[src/hw/rtl/mce_pkg.sv]
// Package for the Morse code encoder: symbol codes, sequencer states,
// the character code table and the load request passed to the serializer.
// No dependencies.
package mce_pkg;

  // Output symbol codes.
  typedef enum logic [2:0] {
    SYM_DOT   = 3'd0,
    SYM_DASH  = 3'd1,
    SYM_SLASH = 3'd2,
    SYM_SPACE = 3'd3,
    SYM_COMMA = 3'd4
  } sym_t;

  // Serializer states.
  typedef enum logic {
    ST_IDLE = 1'b0,
    ST_RUN  = 1'b1
  } mce_state_t;

  localparam int unsigned MaxElems = 6;

  // Code of one character: element count and elements, first one at the MSB,
  // a 1 being a dash.
  typedef struct packed {
    logic [2:0]          len;
    logic [MaxElems-1:0] elems;
  } code_t;

  // Load request from the front end to the serializer.
  typedef struct packed {
    logic                lead;      // Comma gap ahead of the code.
    logic                space;     // Word space instead of a code.
    logic [MaxElems-1:0] elems;
    logic [3:0]          body_cnt;  // Elements plus slashes to send.
    logic                trail;     // Comma gap after the code.
    logic                none;      // Character causes no symbol.
  } load_t;

  function automatic code_t code_of(input logic [7:0] ch);
    code_t c;
    c = '{len: 3'd0, elems: 6'b000000};
    unique case (ch)
      "a": c = '{3'd2, 6'b010000};
      "b": c = '{3'd4, 6'b100000};
      "w": c = '{3'd3, 6'b011000};
      "g": c = '{3'd3, 6'b110000};
      "d": c = '{3'd3, 6'b100000};
      "e": c = '{3'd1, 6'b000000};
      "v": c = '{3'd4, 6'b000100};
      "z": c = '{3'd4, 6'b110000};
      "i": c = '{3'd2, 6'b000000};
      "j": c = '{3'd4, 6'b011100};
      "k": c = '{3'd3, 6'b101000};
      "l": c = '{3'd4, 6'b010000};
      "m": c = '{3'd2, 6'b110000};
      "n": c = '{3'd2, 6'b100000};
      "o": c = '{3'd3, 6'b111000};
      "p": c = '{3'd4, 6'b011000};
      "r": c = '{3'd3, 6'b010000};
      "s": c = '{3'd3, 6'b000000};
      "t": c = '{3'd1, 6'b100000};
      "u": c = '{3'd3, 6'b001000};
      "f": c = '{3'd4, 6'b001000};
      "h": c = '{3'd4, 6'b000000};
      "c": c = '{3'd4, 6'b101000};
      "q": c = '{3'd4, 6'b110100};
      "y": c = '{3'd4, 6'b101100};
      "x": c = '{3'd4, 6'b100100};
      "1": c = '{3'd5, 6'b011110};
      "2": c = '{3'd5, 6'b001110};
      "3": c = '{3'd5, 6'b000110};
      "4": c = '{3'd5, 6'b000010};
      "5": c = '{3'd5, 6'b000000};
      "6": c = '{3'd5, 6'b100000};
      "7": c = '{3'd5, 6'b110000};
      "8": c = '{3'd5, 6'b111000};
      "9": c = '{3'd5, 6'b111100};
      "0": c = '{3'd5, 6'b111110};
      ".": c = '{3'd6, 6'b000000};
      ",": c = '{3'd6, 6'b010101};
      ":": c = '{3'd6, 6'b111000};
      ";": c = '{3'd6, 6'b101010};
      "(": c = '{3'd6, 6'b101101};
      ")": c = '{3'd6, 6'b101101};
      "\"": c = '{3'd6, 6'b010010};
      "-": c = '{3'd6, 6'b100001};
      "/": c = '{3'd5, 6'b100100};
      "?": c = '{3'd6, 6'b001100};
      "!": c = '{3'd6, 6'b110011};
      "@": c = '{3'd6, 6'b011010};
      default: c = '{3'd0, 6'b000000};
    endcase
    return c;
  endfunction

endpackage

[src/hw/rtl/mce_serializer.sv]
// Symbol serializer of the Morse code encoder: a small sequencer that
// walks one loaded character code and sends one symbol per cycle
// while the receiver is ready. Depends on mce_pkg.
module mce_serializer (
  input  logic           clk,
  input  logic           rst_n,
  input  logic           load,
  input  mce_pkg::load_t load_req,
  output logic           busy,
  output logic           out_valid,
  input  logic           out_ready,
  output logic [2:0]     out_symbol,
  output logic           out_last_of_run,
  output logic           out_no_symbol
);
  import mce_pkg::*;

  mce_state_t          st_r, st_nxt;
  logic                lead_r, lead_nxt;
  logic                space_r, space_nxt;
  logic [MaxElems-1:0] elems_r, elems_nxt;
  logic [3:0]          cnt_r, cnt_nxt;
  logic                sep_r, sep_nxt;
  logic                trail_r, trail_nxt;
  logic                none_r, none_nxt;
  logic                out_valid_r, out_valid_nxt;
  sym_t                sym_r, sym_nxt;
  logic                last_r, last_nxt;
  logic                nosym_r, nosym_nxt;
  logic                slot_free;
  logic                advance;

  assign slot_free = !out_valid_r || out_ready;
  assign advance   = (st_r == ST_RUN) && slot_free;

  // Pick the next symbol, work out what remains and step the sequencer.
  always_comb begin
    st_nxt    = st_r;
    lead_nxt  = lead_r;
    space_nxt = space_r;
    elems_nxt = elems_r;
    cnt_nxt   = cnt_r;
    sep_nxt   = sep_r;
    trail_nxt = trail_r;
    none_nxt  = none_r;
    sym_nxt   = SYM_DOT;
    nosym_nxt = 1'b0;
    if (lead_r) begin
      sym_nxt  = SYM_COMMA;
      lead_nxt = 1'b0;
    end else if (space_r) begin
      sym_nxt   = SYM_SPACE;
      space_nxt = 1'b0;
    end else if (cnt_r != 4'd0) begin
      if (sep_r) begin
        sym_nxt = SYM_SLASH;
        sep_nxt = 1'b0;
      end else begin
        sym_nxt   = elems_r[MaxElems-1] ? SYM_DASH : SYM_DOT;
        elems_nxt = {elems_r[MaxElems-2:0], 1'b0};
        sep_nxt   = 1'b1;
      end
      cnt_nxt = cnt_r - 4'd1;
    end else if (trail_r) begin
      sym_nxt   = SYM_COMMA;
      trail_nxt = 1'b0;
    end else begin
      nosym_nxt = 1'b1;
      none_nxt  = 1'b0;
    end
    last_nxt = !(lead_nxt || space_nxt || (cnt_nxt != 4'd0) || trail_nxt || none_nxt);

    unique case (st_r)
      ST_IDLE: begin
        if (load) begin
          st_nxt = ST_RUN;
        end
      end
      ST_RUN: begin
        if (advance && last_nxt) begin
          st_nxt = ST_IDLE;
        end
      end
      default: st_nxt = ST_IDLE;
    endcase

    if (advance) begin
      out_valid_nxt = 1'b1;
    end else if (out_ready) begin
      out_valid_nxt = 1'b0;
    end else begin
      out_valid_nxt = out_valid_r;
    end
  end

  // Control state.
  always_ff @(posedge clk) begin
    if (!rst_n) begin
      st_r        <= ST_IDLE;
      out_valid_r <= 1'b0;
    end else begin
      st_r        <= st_nxt;
      out_valid_r <= out_valid_nxt;
    end
  end

  // Sequencer registers: loaded from a request, stepped as symbols leave.
  always_ff @(posedge clk) begin
    if (load && st_r == ST_IDLE) begin
      lead_r  <= load_req.lead;
      space_r <= load_req.space;
      elems_r <= load_req.elems;
      cnt_r   <= load_req.body_cnt;
      sep_r   <= 1'b0;
      trail_r <= load_req.trail;
      none_r  <= load_req.none;
    end else if (advance) begin
      lead_r  <= lead_nxt;
      space_r <= space_nxt;
      elems_r <= elems_nxt;
      cnt_r   <= cnt_nxt;
      sep_r   <= sep_nxt;
      trail_r <= trail_nxt;
      none_r  <= none_nxt;
    end
  end

  // Output register.
  always_ff @(posedge clk) begin
    if (advance) begin
      sym_r   <= sym_nxt;
      last_r  <= last_nxt;
      nosym_r <= nosym_nxt;
    end
  end

  assign busy            = (st_r == ST_RUN);
  assign out_valid       = out_valid_r;
  assign out_symbol      = sym_r;
  assign out_last_of_run = last_r;
  assign out_no_symbol   = nosym_r;

endmodule

[src/hw/rtl/morse_code_encoder.sv]
// Morse code encoder top level: takes one character per request and sends
// its Morse symbols through mce_serializer, one result per cycle while the
// receiver is ready. The first result is registered twice: the request loads
// the sequencer registers, then the first symbol enters the output register.
// A new character is taken only once the serializer has left its run state.
// Reset (synchronous, rst_n low) clears the pending letter gap and all valids.
module morse_code_encoder (
  input  logic       clk,
  input  logic       rst_n,
  input  logic       in_valid,
  output logic       in_ready,
  input  logic [7:0] in_char_code,
  input  logic       in_is_final,
  output logic       out_valid,
  input  logic       out_ready,
  output logic [2:0] out_symbol,
  output logic       out_last_of_run,
  output logic       out_no_symbol
);
  import mce_pkg::*;

  logic       gap_pending_r, gap_pending_nxt;
  logic       accept;
  logic       busy;
  logic [7:0] ch;
  logic       is_space;
  code_t      code;
  load_t      req;

  assign in_ready = !busy;
  assign accept   = in_valid && in_ready;

  // Fold upper case to lower case and look up the code.
  always_comb begin
    ch = in_char_code;
    if (in_char_code >= "A" && in_char_code <= "Z") begin
      ch = in_char_code + 8'd32;
    end
    is_space = (ch == " ");
    code     = code_of(ch);
  end

  // Build the serializer request and the next gap state.
  always_comb begin
    req.lead     = gap_pending_r && !is_space;
    req.space    = is_space;
    req.elems    = code.elems;
    req.body_cnt = (code.len == 3'd0) ? 4'd0 : ({code.len, 1'b0} - 4'd1);
    req.trail    = in_is_final && !is_space;
    req.none     = !req.lead && !req.space && (code.len == 3'd0) && !req.trail;
    gap_pending_nxt = in_is_final ? 1'b0 : !is_space;
  end

  // Gap pending flag.
  always_ff @(posedge clk) begin
    if (!rst_n) begin
      gap_pending_r <= 1'b0;
    end else if (accept) begin
      gap_pending_r <= gap_pending_nxt;
    end
  end

  mce_serializer u_ser (
    .clk             (clk),
    .rst_n           (rst_n),
    .load            (accept),
    .load_req        (req),
    .busy            (busy),
    .out_valid       (out_valid),
    .out_ready       (out_ready),
    .out_symbol      (out_symbol),
    .out_last_of_run (out_last_of_run),
    .out_no_symbol   (out_no_symbol)
  );

  // A no-symbol result is the only result of its item and carries a dot code.
  a_nosym_alone: assert property (@(posedge clk) disable iff (!rst_n)
    out_valid && out_no_symbol |-> out_last_of_run && out_symbol == SYM_DOT)
    else $error("no-symbol result not alone");

  // An accepted request blocks the input on the next cycle.
  a_busy_after_accept: assert property (@(posedge clk) disable iff (!rst_n)
    in_valid && in_ready |=> !in_ready)
    else $error("input ready right after accept");

  // Symbol codes stay in range.
  a_sym_range: assert property (@(posedge clk) disable iff (!rst_n)
    out_valid |-> out_symbol <= SYM_COMMA)
    else $error("symbol code out of range");

endmodule

[config.mk]
export PLATFORM = sky130hd
export DESIGN_NAME = morse_code_encoder
export DESIGN_NICKNAME = d
export VERILOG_FILES = /design/src/hw/rtl/mce_pkg.sv /design/src/hw/rtl/mce_serializer.sv /design/src/hw/rtl/morse_code_encoder.sv
export SDC_FILE = /design/constraint.sdc
export NUM_CORES = 1
export LEC_CHECK = 0
export ABC_AREA = 1
export ABC_CLOCK_PERIOD_IN_PS = 2950
export BUFFER_PORTS_ARGS = -buffer_cell sky130_fd_sc_hd__buf_2
export CORE_ASPECT_RATIO = 0.75
export CORE_UTILIZATION = 30
export DETAILED_ROUTE_END_ITERATION = 12
export GPL_ROUTABILITY_DRIVEN = 0
export PLACE_DENSITY = 0.56
export SYNTH_ARGS = -nofsm -noshare
export SYNTH_HDL_FRONTEND = slang
export SYNTH_HIERARCHICAL = 1
export SYNTH_SLANG_ARGS = --single-unit
export TNS_END_PERCENT = 50
[constraint.sdc]
create_clock -name clk -period 2.95 [get_ports clk]
set_input_delay 0.1475 -clock clk [delete_from_list [all_inputs] [get_ports clk]]
set_output_delay 0.1475 -clock clk [all_outputs]
set_load 0.005 [all_outputs]
==> results_tabular.tex <==
\begin{tabular}{lr}
\hline
Metric & Value \\
\hline
\multicolumn{2}{l}{\textbf{Worst setup path}} \\
\quad Longest individual stage delay on the worst path & 0.22 ns \\
\quad Category of the critical setup timing path & in2reg \\
\quad Cell chain of the critical path & buf\_2 -> bufinv\_8 -> ha\_1 -> nor2\_1 -> nand3\_4 -> nand3\_4 -> o21ai\_2 -> nor2\_8 -> nand2\_4 -> nand2\_2 -> inv\_1 -> ha\_1 -> inv\_1 -> nor3\_2 -> nand2\_1 -> nand2\_1 \\
\quad Startpoint type of the worst setup path & input pin \\
\quad Setup crit end kind & flop \\
\quad Required time reported for the critical path endpoint & 2.99 ns \\
\quad Largest fanout on the critical path & 8 \\
\quad Family with the most delay on the worst path & simple AND/OR/NAND/NOR gates \\
\quad Buffers plus inverters on the worst setup path & 4 \\
\quad Critical-path top delay cell & sky130\_fd\_sc\_hd\_\_bufinv\_8 \\
\quad Worst Path Arrival & 2.11 ns \\
\multicolumn{2}{l}{\textbf{Route}} \\
\quad DR pass1 iterations & 5 \\
\quad Detail-routed via count per cell & 4.93 \\
\quad Average wire length per cell after detail routing & 11.9 um \\
\quad Total via count after detailed routing & 2170 \\
\quad Number of remaining DRC errors & 0 \\
\quad DRT iter0 DRCs & 271 \\
\quad Final wirelength & 5250 um \\
\quad Post-detailed-route count of antenna-violating nets & 0 \\
\multicolumn{2}{l}{\textbf{Power and ir drop}} \\
\quad Overall power consumption & 985 uW \\
\quad IR drop worst, VDD & 207 uV \\
\quad LEAKAGE & 1.19 nW \\
\quad Power per standard cell area & 387 nW/um\^{}2 \\
\multicolumn{2}{l}{\textbf{Synth}} \\
\quad Register area share after synthesis & 0.277 \\
\quad Count of synthesis-stage warnings from yosys & 6 \\
\quad Synthesized-area fraction occupied by adder cells & 0.0587 \\
\quad Synth Flop Type & sky130\_fd\_sc\_hd\_\_edfxtp\_1 \\
\quad Cell count after synthesis & 325 \\
\quad Ranking of synthesized cells by area & sky130\_fd\_sc\_hd\_\_edfxtp\_1, sky130\_fd\_sc\_hd\_\_nand2\_1, sky130\_fd\_sc\_hd\_\_inv\_1, sky130\_fd\_sc\_hd\_\_ha\_1, sky130\_fd\_sc\_hd\_\_o21ai\_0 \\
\quad Syn Std Cell Area & 2340 um\^{}2 \\
\quad Async SR Flop Fraction & 0 \\
\quad Count of flip-flops with a built-in enable after synthesis & 19 \\
\quad Distinct cells, synth & 42 \\
\quad Fraction of the mapped netlist area in simple logic gates & 0.386 \\
\quad Post-synth top area share & 0.243 \\
\quad Number of synthesized register bits & 23 \\
\quad Largest area contributor in the synthesized netlist & sky130\_fd\_sc\_hd\_\_edfxtp\_1 \\
\quad Compound-cell area share of the yosys netlist & 0.154 \\
\quad Synthesized netlist net count & 349 \\
\quad Dominant combinational cell family by area after synthesis & simple AND/OR/NAND/NOR gates \\
\quad Xor-xnor portion of the synthesized cell area & 0.00374 \\
\quad Post-synthesis average cell area & 7.21 um\^{}2 \\
\quad Multiplexer area fraction after synthesis & 0 \\
\multicolumn{2}{l}{\textbf{Floorplan}} \\
\quad Die height & 78.6 um \\
\quad Starting utilization of the core area & 0.314 \\
\quad Core region area & 7470 um\^{}2 \\
\quad Number of top-level pins & 20 \\
\quad Total die area & 8180 um\^{}2 \\
\quad Width of the die & 104 um \\
\quad Core Rows & 27 \\
\multicolumn{2}{l}{\textbf{Clock tree}} \\
\quad Clock H-tree levels & 1 \\
\quad TritonCTS clock tree & done \\
\quad CTS max path bufs & 2 \\
\quad Clock buffers created by TritonCTS & 3 \\
\quad Total of cells resized after clock tree synthesis & 0 \\
\quad Cts hold-fix bufs & 0 \\
\quad Clock-pin slew reported for the worst setup and hold paths after clock tree synthesis & 0.09 ns \\
\quad Clock root buffer & sky130\_fd\_sc\_hd\_\_clkbuf\_8 \\
\quad Clock latency at the later pin of the worst-skew pair & 0.27 ns \\
\quad Count of clock tree sinks & 23 \\
\quad Post-CTS Setup Repair Bufs & 0 \\
\multicolumn{2}{l}{\textbf{Timing}} \\
\quad Transition time at the pin with the least slew margin & 0.606 ns \\
\quad Max Clk Rate & 481 MHz \\
\quad Worst clock skew & 0.0131 ns \\
\quad Final min period & 2.08 ns \\
\quad Count of endpoints failing setup in the final report & 0 \\
\quad Unrepaired setup endpoints after global routing & no \\
\quad Final slew viol count & 0 \\
\quad Final hold slack & 0.139 ns \\
\quad Final Hold Viols & 0 \\
\quad Portion of the clock cycle consumed by the worst path in the final layout & 0.704 \\
\quad Worst slew margin relative to its limit & 0.595 \\
\quad Post-Route Setup TNS & 0 ns \\
\multicolumn{2}{l}{\textbf{Cells and area}} \\
\quad Commonest cells after routing, fill and taps aside & sky130\_fd\_sc\_hd\_\_nand2\_1, sky130\_fd\_sc\_hd\_\_inv\_1, sky130\_fd\_sc\_hd\_\_o21ai\_0 \\
\quad Diodes inserted & 0 \\
\quad Leading cell type in the layout, fill and taps excluded & sky130\_fd\_sc\_hd\_\_nand2\_1 \\
\quad Fraction of final layout cells with drive strength greater than 1 & 0.192 \\
\quad Final Instance Area & 2550 um\^{}2 \\
\quad P\&R area growth vs syn & 8.59\% \\
\quad Number of nets in the layout & 364 \\
\multicolumn{2}{l}{\textbf{Global routing}} \\
\quad Initial antenna violation count & 0 \\
\quad Largest net degree at the start of global routing & 21 \\
\quad Total GRT Usage & 0.132 \\
\quad First-pass GRT wire length & 8810 um \\
\quad Via count of the first global-routing pass & 1896 \\
\quad Remaining Overflow, GRT & 0 \\
\multicolumn{2}{l}{\textbf{Outcome}} \\
\quad Outcome & completed \\
\multicolumn{2}{l}{\textbf{Min path}} \\
\quad Class of the tightest hold or removal check & in2reg \\
\multicolumn{2}{l}{\textbf{Run}} \\
\quad Max cap viols & 0 \\
\multicolumn{2}{l}{\textbf{Placement}} \\
\quad Area after DPL & 2500 um\^{}2 \\
\quad HPWL reported at the end of detailed placement & 4170 um \\
\quad Port bufs & 19 \\
\hline
\end{tabular}
kinds of logic (layout without fill, tap and decap cells):
logic type | count (synthesis) | after routing
flip-flops | 23 | 23
AND/OR/NAND/NOR | 171 | 171
buffers and inverters | 57 | 71
adder cells (fa/ha/maj) | 11 | 11
XOR/XNOR | 1 | 1
AO/OA/AOI/OAI | 62 | 62
synth_stat cells (2+ instances only):
master,n
sky130_fd_sc_hd__nand3b_1,2
sky130_fd_sc_hd__nand3_1,19
sky130_fd_sc_hd__edfxtp_1,19
sky130_fd_sc_hd__dfxtp_1,4
sky130_fd_sc_hd__buf_6,2
sky130_fd_sc_hd__inv_2,3
sky130_fd_sc_hd__nand3_2,5
sky130_fd_sc_hd__a31oi_1,7
sky130_fd_sc_hd__nand2_2,7
sky130_fd_sc_hd__nor3_1,5
sky130_fd_sc_hd__o21ai_0,25
sky130_fd_sc_hd__buf_2,2
sky130_fd_sc_hd__nand3_4,3
sky130_fd_sc_hd__buf_4,4
sky130_fd_sc_hd__nand4_1,2
sky130_fd_sc_hd__inv_1,41
sky130_fd_sc_hd__nand2_4,6
sky130_fd_sc_hd__nor2_2,3
sky130_fd_sc_hd__ha_1,11
sky130_fd_sc_hd__nor2_4,3
sky130_fd_sc_hd__o21ai_2,2
sky130_fd_sc_hd__o211ai_1,2
sky130_fd_sc_hd__nor2_1,24
sky130_fd_sc_hd__o21ai_1,3
sky130_fd_sc_hd__a21oi_1,16
sky130_fd_sc_hd__nand2_1,87
sky130_fd_sc_hd__o22ai_1,3
stage by stage:
| step | cells | setup WS, ns | util |
|---|---|---|---|
| 2_1_floorplan | 325 | 0.966 | - |
| 3_3_place_gp | 436 | 0.625 | 0.335 |
| 3_5_place_dp | 436 | 0.573 | 0.335 |
| 4_1_cts | 440 | 0.870 | 0.341 |
| 5_1_grt | 440 | 0.700 | 0.341 |
| 6_report | 440 | 0.873 | 0.341 |
path summary, 6_finish.rpt:
| path | slack [ns] | start | cells after the start | end |
|---|---|---|---|---|
| hold / removal | 0.14 | rst_n | 3 | gap_pending_r |
| hold reg to reg | 0.50 | u_ser/out_valid | 2 | u_ser/out_valid |
| setup / recovery | 0.87 | in_char_code[1] | 16 | u_ser/none_r |
| setup reg to reg | 1.19 | u_ser/busy | 4 | u_ser/trail_r |
state kept, by name, indices dropped and copies added (netlist names):
register	count
u_ser/trail_r	1
u_ser/out_last_of_run	1
u_ser/out_no_symbol	1
u_ser/sep_r	1
gap_pending_r	1
u_ser/none_r	1
u_ser/busy	1
u_ser/out_symbol	3
u_ser/space_r	1
u_ser/lead_r	1
u_ser/out_valid	1
u_ser/elems_r	6
u_ser/cnt_r	4
area by class of cell:
class / count / area (um^2)
clock buffer: 3 / 41.3
fill: 818 / 4920
inverter: 48 / 214
clock inverter: 1 / 5.00
multi-input combinational: 245 / 1410
tap: 101 / 126
timing repair buffer: 19 / 95.1
sequential: 23 / 651
routing by layer:
metal / vias up / wire, um / GRT usage
li1: 1099 / - / -
met1: 972 / 2570 / 0.193
met2: 93 / 2210 / 0.193
met3: 6 / 417 / 0.0316
met4: 0 / 48 / 0.0343
met5: - / 0 / 0
tightest hold or removal path, delay by kind of cell:
family | cells | cell delay (ns)
buf+inv | 1 | 0.10
compound gates | 2 | 0.11
power breakdown:
| part | total, mW | leakage, nW | switching, mW | internal, mW |
|---|---|---|---|---|
| Clock | 0.199 | 0.0255 | 0.104 | 0.0945 |
| Sequential | 0.435 | 0.219 | 0.0262 | 0.408 |
| Combinational | 0.352 | 0.948 | 0.231 | 0.121 |
| Total | 0.985 | 1.19 | 0.361 | 0.624 |
Note: power is estimated with default switching activity, not from simulation.
